[config.mk]
export PLATFORM = sky130hd
export DESIGN_NAME = flog2_cell
export DESIGN_NICKNAME = d
export VERILOG_FILES = /design/src/flog2_pkg.sv /design/src/flog2_cell.sv
export SDC_FILE = /design/constraint.sdc
export NUM_CORES = 1
export LEC_CHECK = 0
export ABC_AREA = 1
export BUFFER_PORTS_ARGS = -buffer_cell sky130_fd_sc_hd__clkbuf_2
export CORE_UTILIZATION = 63
export DETAILED_ROUTE_END_ITERATION = 12
export PLACE_DENSITY = 0.89
export SLEW_MARGIN = 20
export SYNTH_ARGS = -nofsm -noshare
export SYNTH_HDL_FRONTEND = slang
export SYNTH_SLANG_ARGS = --single-unit
[constraint.sdc]
create_clock -name aclk -period 8.5 [get_ports aclk]
set_clock_uncertainty 0.1 [all_clocks]
set_input_delay 1.7 -clock aclk [delete_from_list [all_inputs] [get_ports aclk]]
set_output_delay 1.7 -clock aclk [all_outputs]
set_load 0.01 [all_outputs]
[src/flog2_pkg.sv]
// Package for the float log2 fixed point unit: field widths, constants, stage type.
// No dependencies.
package flog2_pkg;

    localparam int IN_W              = 32;
    localparam int EXP_W             = 8;
    localparam int MAN_W             = 23;
    localparam int EXP_LSB           = MAN_W;
    localparam int OUT_W             = 17;
    localparam int OUT_TDATA_W       = 24;
    localparam int FRAC_BITS_DEFAULT = 8;
    localparam int EXP_BIAS          = 127;
    localparam int EXP_S_W           = EXP_W + 2;

    typedef struct packed {
        logic [EXP_W-1:0] expo;
        logic [MAN_W:0]   man;
    } stage_t;

endpackage

[src/flog2_cell.sv]
// One squaring cell: squares the 1.23 mantissa and appends one fraction bit.
// Depends on flog2_pkg.
module flog2_cell #(
    parameter int FRAC_BITS = flog2_pkg::FRAC_BITS_DEFAULT
) (
    input  logic                  aclk,
    input  logic                  aresetn,
    input  logic                  in_valid,
    output logic                  in_ready,
    input  flog2_pkg::stage_t     in_stage,
    input  logic [FRAC_BITS-1:0]  in_frac,
    output logic                  out_valid,
    input  logic                  out_ready,
    output flog2_pkg::stage_t     out_stage,
    output logic [FRAC_BITS-1:0]  out_frac
);

    localparam int MW = flog2_pkg::MAN_W;

    logic                 valid_reg;
    logic                 valid_next;
    flog2_pkg::stage_t    stage_reg;
    flog2_pkg::stage_t    stage_next;
    logic [FRAC_BITS-1:0] frac_reg;
    logic [FRAC_BITS-1:0] frac_next;
    logic [2*MW+1:0]      square;
    logic [MW+1:0]        square_sh;
    logic                 bit_set;
    logic [FRAC_BITS:0]   frac_ext;

    assign in_ready  = !valid_reg || out_ready;
    assign square    = {{(MW+1){1'b0}}, in_stage.man} * {{(MW+1){1'b0}}, in_stage.man};
    assign square_sh = square[2*MW+1:MW];
    assign bit_set   = square_sh[MW+1];
    assign frac_ext  = {in_frac, bit_set};

    always_comb begin
        valid_next      = in_ready ? in_valid : valid_reg;
        stage_next      = stage_reg;
        frac_next       = frac_reg;
        if (in_valid && in_ready) begin
            stage_next.expo = in_stage.expo;
            stage_next.man  = bit_set ? square_sh[MW+1:1] : square_sh[MW:0];
            frac_next       = frac_ext[FRAC_BITS-1:0];
        end
    end

    always_ff @(posedge aclk) begin
        if (!aresetn) begin
            valid_reg <= 1'b0;
        end else begin
            valid_reg <= valid_next;
        end
        stage_reg <= stage_next;
        frac_reg  <= frac_next;
    end

    assign out_valid = valid_reg;
    assign out_stage = stage_reg;
    assign out_frac  = frac_reg;

endmodule

==> results of run 1 <==
## metal layers
metal	wire length, µm	up-vias
li1	-	7016
met1	16300	7187
met2	23600	546
met3	2220	131
met4	1550	0
met5	0	-
## flip-flops by register name, summed over array words and instances (netlist names)
register	count
out_frac	8
out_stage	32
out_valid	1
## kinds of logic (layout without fill, tap and decap cells)
| family | Yosys count | in the layout | share of synthesized area (%) |
|---|---|---|---|
| AOI/OAI and AO/OA | 49 | 49 | 1.46 |
| xor gates and xnor gates | 19 | 19 | 0.868 |
| adders and majority gates | 594 | 594 | 55.3 |
| buffers and inverters | 930 | 995 | 18.4 |
| DFF | 41 | 41 | 6.37 |
| other | 0 | 1 | 0 |
| and+or+nand+nor | 850 | 850 | 17.6 |
## through the flow
step	utilization, %	cell area, µm²	hold slack (ns)
finish	67.9	20200	0.452
floorplan	-	19200	0.495
global placement	67.3	20000	0.427
CTS	67.8	20200	0.455
detailed placement	67.3	20000	0.446
global route	67.9	20200	0.501
## cell type report
| type | instances | area [µm²] |
|---|---|---|
| sequential | 41 | 1220 |
| inverter | 877 | 3290 |
| antenna | 1 | 2.50 |
| multi-input combinational | 1512 | 14400 |
| fill | 2388 | 9560 |
| clock buffer | 6 | 129 |
| clock inverter | 2 | 35.0 |
| timing repair buffer | 110 | 636 |
| tap | 390 | 488 |
## synth_stat cells (2+ instances only)
cell type  count  area share [%]
a21o_1         3            0.12
a21oi_1       33            0.86
and2_1         4            0.13
buf_6          4            0.24
clkbuf_1      49            0.96
edfxtp_1      40             6.3
fa_1         422              44
ha_1         172              11
inv_1        876              17
nand2_1      686              13
nand2_2        6            0.20
nand2_4        2            0.12
nand3_1       39             1.0
nand3b_1       2           0.078
nand4_1       12            0.39
nor2_1        83             1.6
nor2_2         4            0.13
nor2_4         4            0.24
nor3_1         5            0.13
o21a_1         3            0.12
o21ai_0        3           0.078
o21bai_1       5            0.20
xnor2_1        7            0.32
xor2_1        12            0.55
## critical path, stage by stage
cell and delay [ns]:
clkbuf_2 0.53, nand2_1 0.23, inv_1 0.15, fa_1 0.47, fa_1 0.51, inv_1 0.06
fa_1 0.53, inv_1 0.06, fa_1 0.51, inv_1 0.06, fa_1 0.53, inv_1 0.05
fa_1 0.47, inv_1 0.05, fa_1 0.48, inv_1 0.04, ha_1 0.31, nand2_1 0.11
nor2_1 0.19, inv_1 0.10, nor2_4 0.15, nand2_2 0.07, nor2_2 0.11, nand2_2 0.08
nand4_1 0.15, nand2_4 0.17, nand2_1 0.13, nand2_1 0.07
## how the worst max path moves through the flow
stage	startpoint	to	slack, ns
floorplan	in_stage[21]	out_stage[13]	0.78
global placement	in_stage[13]	out_stage[13]	0.31
detailed placement	in_stage[13]	out_stage[14]	0.14
CTS	in_stage[13]	out_stage[11]	0.42
global route	in_stage[13]	out_stage[9]	0.03
finish	in_stage[13]	out_stage[11]	0.35
## cell usage in the layout (no fill, tap or decap), types with 2 or more instances in the layout
| master | Yosys | layout |
|---|---|---|
| ha_1 | 172 | 172 |
| nand3b_1 | 2 | 2 |
| nand4_1 | 12 | 12 |
| buf_4 | 0 | 25 |
| o21a_1 | 3 | 3 |
| and2_1 | 4 | 4 |
| a21o_1 | 3 | 3 |
| nand3_1 | 39 | 39 |
| o21ai_0 | 3 | 3 |
| clkbuf_2 | 0 | 84 |
| nor2_2 | 4 | 4 |
| nor2_4 | 4 | 4 |
| fa_1 | 422 | 422 |
| nand2_4 | 2 | 2 |
| nand2_2 | 6 | 6 |
| a21oi_1 | 33 | 32 |
| nor3_1 | 5 | 5 |
| xor2_1 | 12 | 12 |
| inv_1 | 876 | 876 |
| nor2_1 | 83 | 83 |
| xnor2_1 | 7 | 7 |
| nand2_1 | 686 | 686 |
| o21bai_1 | 5 | 5 |
| edfxtp_1 | 40 | 40 |
| clkbuf_16 | 0 | 5 |
==> flow_metrics.py, run 1 <==
metrics = {
    "global_routing": {
        "grt_overflow": 0,
        "globalRouteMet3Util_pct": 2.93,
        "grt.met1_usage_pct": 35.5,
        "antenna_found_initial": 1,
        "grt_max_degree": 41,
        "met2_usage_pct": 57.3,
        "grt_first_pass_wirelength_um": 75000,
        "globalRouteTotalUtil_pct": 30.2,
        "top_usage_layer": "met2",
        "grt_pass1_vias": 16500,
    },
    "synthesis": {
        "synth_enable_flop_cells": 40,
        "synth_area_per_cell_um2": 7.72,
        "yosysWarnings": 0,
        "synth.distinct_cells": 31,
        "synth.ff_latch_count": 41,
        "synth_seq_area_share_pct": 6.37,
        "async_flop_share_pct": 0,
        "netlist_instances": 2483,
        "synth_ff_type": "edfxtp_1",
        "syn_area_mm2": 0.0192,
        "synth_nets": 3121,
    },
    "setup_path": {
        "r2r-end": "out_frac[5]",
        "start_kind": "input pin",
        "rr_startpoint": "out_valid",
        "r2r_slack_ns": 7.01,
        "worstPathMaxFanout": 24,
        "crit_type": "in -> reg",
        "worstPathRequired_ns": 8.43,
        "cp.arrival_ns": 8.08,
        "crit_path_end_kind": "flop",
        "r2r_cells": 2,
    },
    "cts": {
        "path_clk_slew_ns": 0.06,
        "clk_latency_ns": 0.28,
        "cts_hold_buf": 0,
        "cts_tree": "yes",
        "numClockSinks": 41,
        "h-tree-depth": 2,
        "ctsResizeCount": 0,
        "cts_made_buffers": 5,
        "clockBufferDepth": 2,
        "root_buffer": "clkbuf_16",
        "cts_setup_buffers": 0,
    },
    "timing": {
        "fmax_mhz": 123,
        "worst_slack_ns": 0.350,
        "drv_slew": 0,
        "fin_crit_ns": 8.15,
        "setup_viol": 0,
        "worst_slew_pin_slew_ns": 0.696,
        "max-slew-margin-rel_pct": 53.6,
        "rsz0062_at_grt": "no",
        "fin_setup_tns_ns": 0,
        "final.period_utilization_pct": 95.9,
        "hold_viol": 0,
    },
    "worst_hold_path": {
        "hold_start": "out_valid",
        "hold_path.class": "reg -> reg",
        "min_to": "out_valid",
        "worstHoldPathCells": 2,
    },
    "place": {
        "dp_hpwl_um": 39000,
        "dpl_worst_slack_ns": 0.136,
        "gpl.final_weighted_congestion": 0.905,
        "portBuffers": 84,
        "dp_cells": 2929,
    },
    "drt": {
        "wl_per_cell_um": 14.8,
        "route.vias.total": 14900,
        "vias_per_cell": 5.06,
        "totalWireLength_um": 43600,
        "drc_errors": 0,
        "postRouteAntennaNets": 0,
        "drtIter0Drc": 860,
        "first_pass_iters": 6,
    },
    "floorplan": {
        "core_mm2": 0.0298,
        "pin_count": 86,
        "chipWidth_um": 176,
        "die_y_um": 176,
        "std_cell_rows": 63,
        "dieArea_mm2": 0.0311,
        "initial_core_util_pct": 64.3,
    },
    "layout": {
        "drive_gt1_share_pct": 5.42,
        "final_cells": 2939,
        "nNetsFinal": 3185,
        "syn2layout_area_growth_pct": 5.60,
    },
    "status": {
        "status": "complete, no violations",
    },
    "job": {
        "max-cap-violations": 0,
    },
}
Power of run 1 is not shown: default switching activity piles up to over one toggle a cycle in this logic, so the estimate is an artifact.
==> run 2, diff against run 1 <==
--- a/config.mk
+++ b/config.mk
@@ -9,6 +9,7 @@
 export BUFFER_PORTS_ARGS = -buffer_cell sky130_fd_sc_hd__clkbuf_2
 export CORE_UTILIZATION = 63
 export DETAILED_ROUTE_END_ITERATION = 12
+export GPL_TIMING_DRIVEN = 0
 export PLACE_DENSITY = 0.89
 export SLEW_MARGIN = 20
 export SYNTH_ARGS = -nofsm -noshare
==> run 2 against run 1 <==
Effect of this change:
- first-iteration DRC count increased by 73%
- flip-flop and latch count unchanged
- count of clock-buffer cells in the layout is the same
- hold slack worse by 0.0016 ns
- final area rose by 0.77%
- register-to-register slack gained 0.04 ns
- cell count up 0.88%
- die area is the same
- wire length is 21% higher
- non-clock buffer count grew 27
- critical path depth stayed put
- maximum frequency is 1.9% lower
- critical path type unchanged
- highest routed layer unchanged
==> flow_metrics.py, run 2 (synthesis gave the netlist of run 1 again) <==
metrics = {
    "place": {
        "dpl_cell_area_mm2": 0.0201,
        "dp_cells": 2957,
        "portBuffers": 83,
        "gpl.final_weighted_congestion": 1.05,
        "dp_hpwl_um": 44800,
    },
    "layout": {
        "num-fill-cells": 2328,
        "largest_reg_flops": 32,
        "syn2layout_area_growth_pct": 6.41,
        "layout_commonest_cell": "inv_1",
        "seq_area_mm2": 0.00122,
        "diodes": 0,
        "final_cells": 2965,
        "drive_gt1_share_pct": 6.37,
        "nNetsFinal": 3212,
        "multi_input_area_mm2": 0.0144,
        "fin_area_mm2": 0.0204,
        "final_cell_mix": "inv_1, nand2_1, fa_1",
    },
    "drt": {
        "wl_per_cell_um": 17.8,
        "vias_per_cell": 5.37,
        "drtIter0Drc": 1484,
        "drc_errors": 0,
        "first_pass_iters": 8,
        "postRouteAntennaNets": 0,
        "route.vias.total": 15900,
        "totalWireLength_um": 52800,
    },
    "setup_path": {
        "cp.arrival_ns": 8.24,
        "worstPathRequired_ns": 8.43,
        "start_kind": "input pin",
        "crit_path_end_kind": "flop",
        "worstPathMaxFanout": 10,
        "crit_type": "in -> reg",
    },
    "timing": {
        "setup_viol": 0,
        "holdWs_ns": 0.450,
        "fmax_mhz": 120,
        "drv_slew": 0,
        "worst_slew_pin_slew_ns": 0.778,
        "hold_viol": 0,
        "fin_crit_ns": 8.30,
        "fin_setup_tns_ns": 0,
        "max-slew-margin-rel_pct": 48.2,
        "final.period_utilization_pct": 97.7,
    },
    "cts": {
        "cts_made_buffers": 5,
        "numClockSinks": 41,
        "path_clk_slew_ns": 0.06,
        "cts_tree": "yes",
        "h-tree-depth": 2,
        "cts_setup_buffers": 0,
        "clk_latency_ns": 0.28,
        "clockBufferDepth": 2,
        "root_buffer": "clkbuf_16",
    },
    "floorplan": {
        "die_y_um": 176,
        "chipWidth_um": 176,
        "core_mm2": 0.0298,
        "initial_core_util_pct": 64.3,
        "std_cell_rows": 63,
        "pin_count": 86,
        "dieArea_mm2": 0.0311,
    },
    "global_routing": {
        "antenna_found_initial": 0,
        "globalRouteTotalUtil_pct": 36.2,
        "grt_first_pass_wirelength_um": 85600,
        "grt_overflow": 0,
        "grt_pass1_vias": 17300,
        "grt_max_degree": 28,
    },
    "status": {
        "status": "complete, no violations",
    },
    "worst_hold_path": {
        "hold_path.class": "reg -> reg",
    },
    "job": {
        "max-cap-violations": 0,
    },
}
==> run 2: layout make-up <==
type,instances,area share [%]
inverter,877,16.1
clock inverter,2,0.0491
sequential,41,5.99
timing repair buffer,84,2.17
clock buffer,6,0.632
multi-input combinational,1512,70.8
buffer,53,1.82
tap,390,2.39
==> run 2: what timing repair did <==
action / in CTS / in global routing
pin swaps: 0 / 1
endpoints found under the hold margin: 0 / 0
resized for setup: 31 / 108
endpoints found under the setup margin: 25 / 25
hold buffers: 0 / 0
==> run 2: worst paths after layout <==
path | to | slack [ns] | from | cells after the start
worst max register to register | out_stage[29] | 7.05 | out_valid | 2
worst min register to register | out_valid | 0.45 | out_valid | 2
worst min-delay path | out_valid | 0.45 | out_valid | 2
worst max-delay path | out_stage[10] | 0.20 | in_stage[15] | 28
==> run 2: routing by layer <==
layer  GRT usage, %  part of all wire (%)  vias to the layer above
met3           8.18                    11                      227
met4           18.0                   5.8                        0
met5              0                     0                        -
met2           61.4                    48                      907
met1           43.5                    35                     7710
li1               -                     -                     7072
==> run 2: critical path: stages <==
cell and delay, ns:
clkbuf_2 0.25, buf_2 0.38, nand2_1 0.14, fa_1 0.55, inv_1 0.08, fa_1 0.55, inv_1 0.06, fa_1 0.51
fa_1 0.53, inv_1 0.07, fa_1 0.51, fa_1 0.53, inv_1 0.06, fa_1 0.52, inv_1 0.06, ha_1 0.30
nand2_1 0.12, nor2_2 0.16, inv_1 0.08, nor2_4 0.20, nand2_2 0.08, nor2_2 0.11, nand2_2 0.09, nand4_1 0.17
nand2_4 0.11, buf_6 0.16, nand2_1 0.08, nand2_1 0.06
==> run 2: metrics by stage <==
step / util [%] / setup slack [ns]
floorplan: - / 0.783
CTS: 68.1 / 0.00365
global route: 68.4 / -0.00429
detailed placement: 67.5 / -0.548
global placement: 67.3 / -0.433
finish: 68.4 / 0.195
Power of run 2 is left out for the same reason.
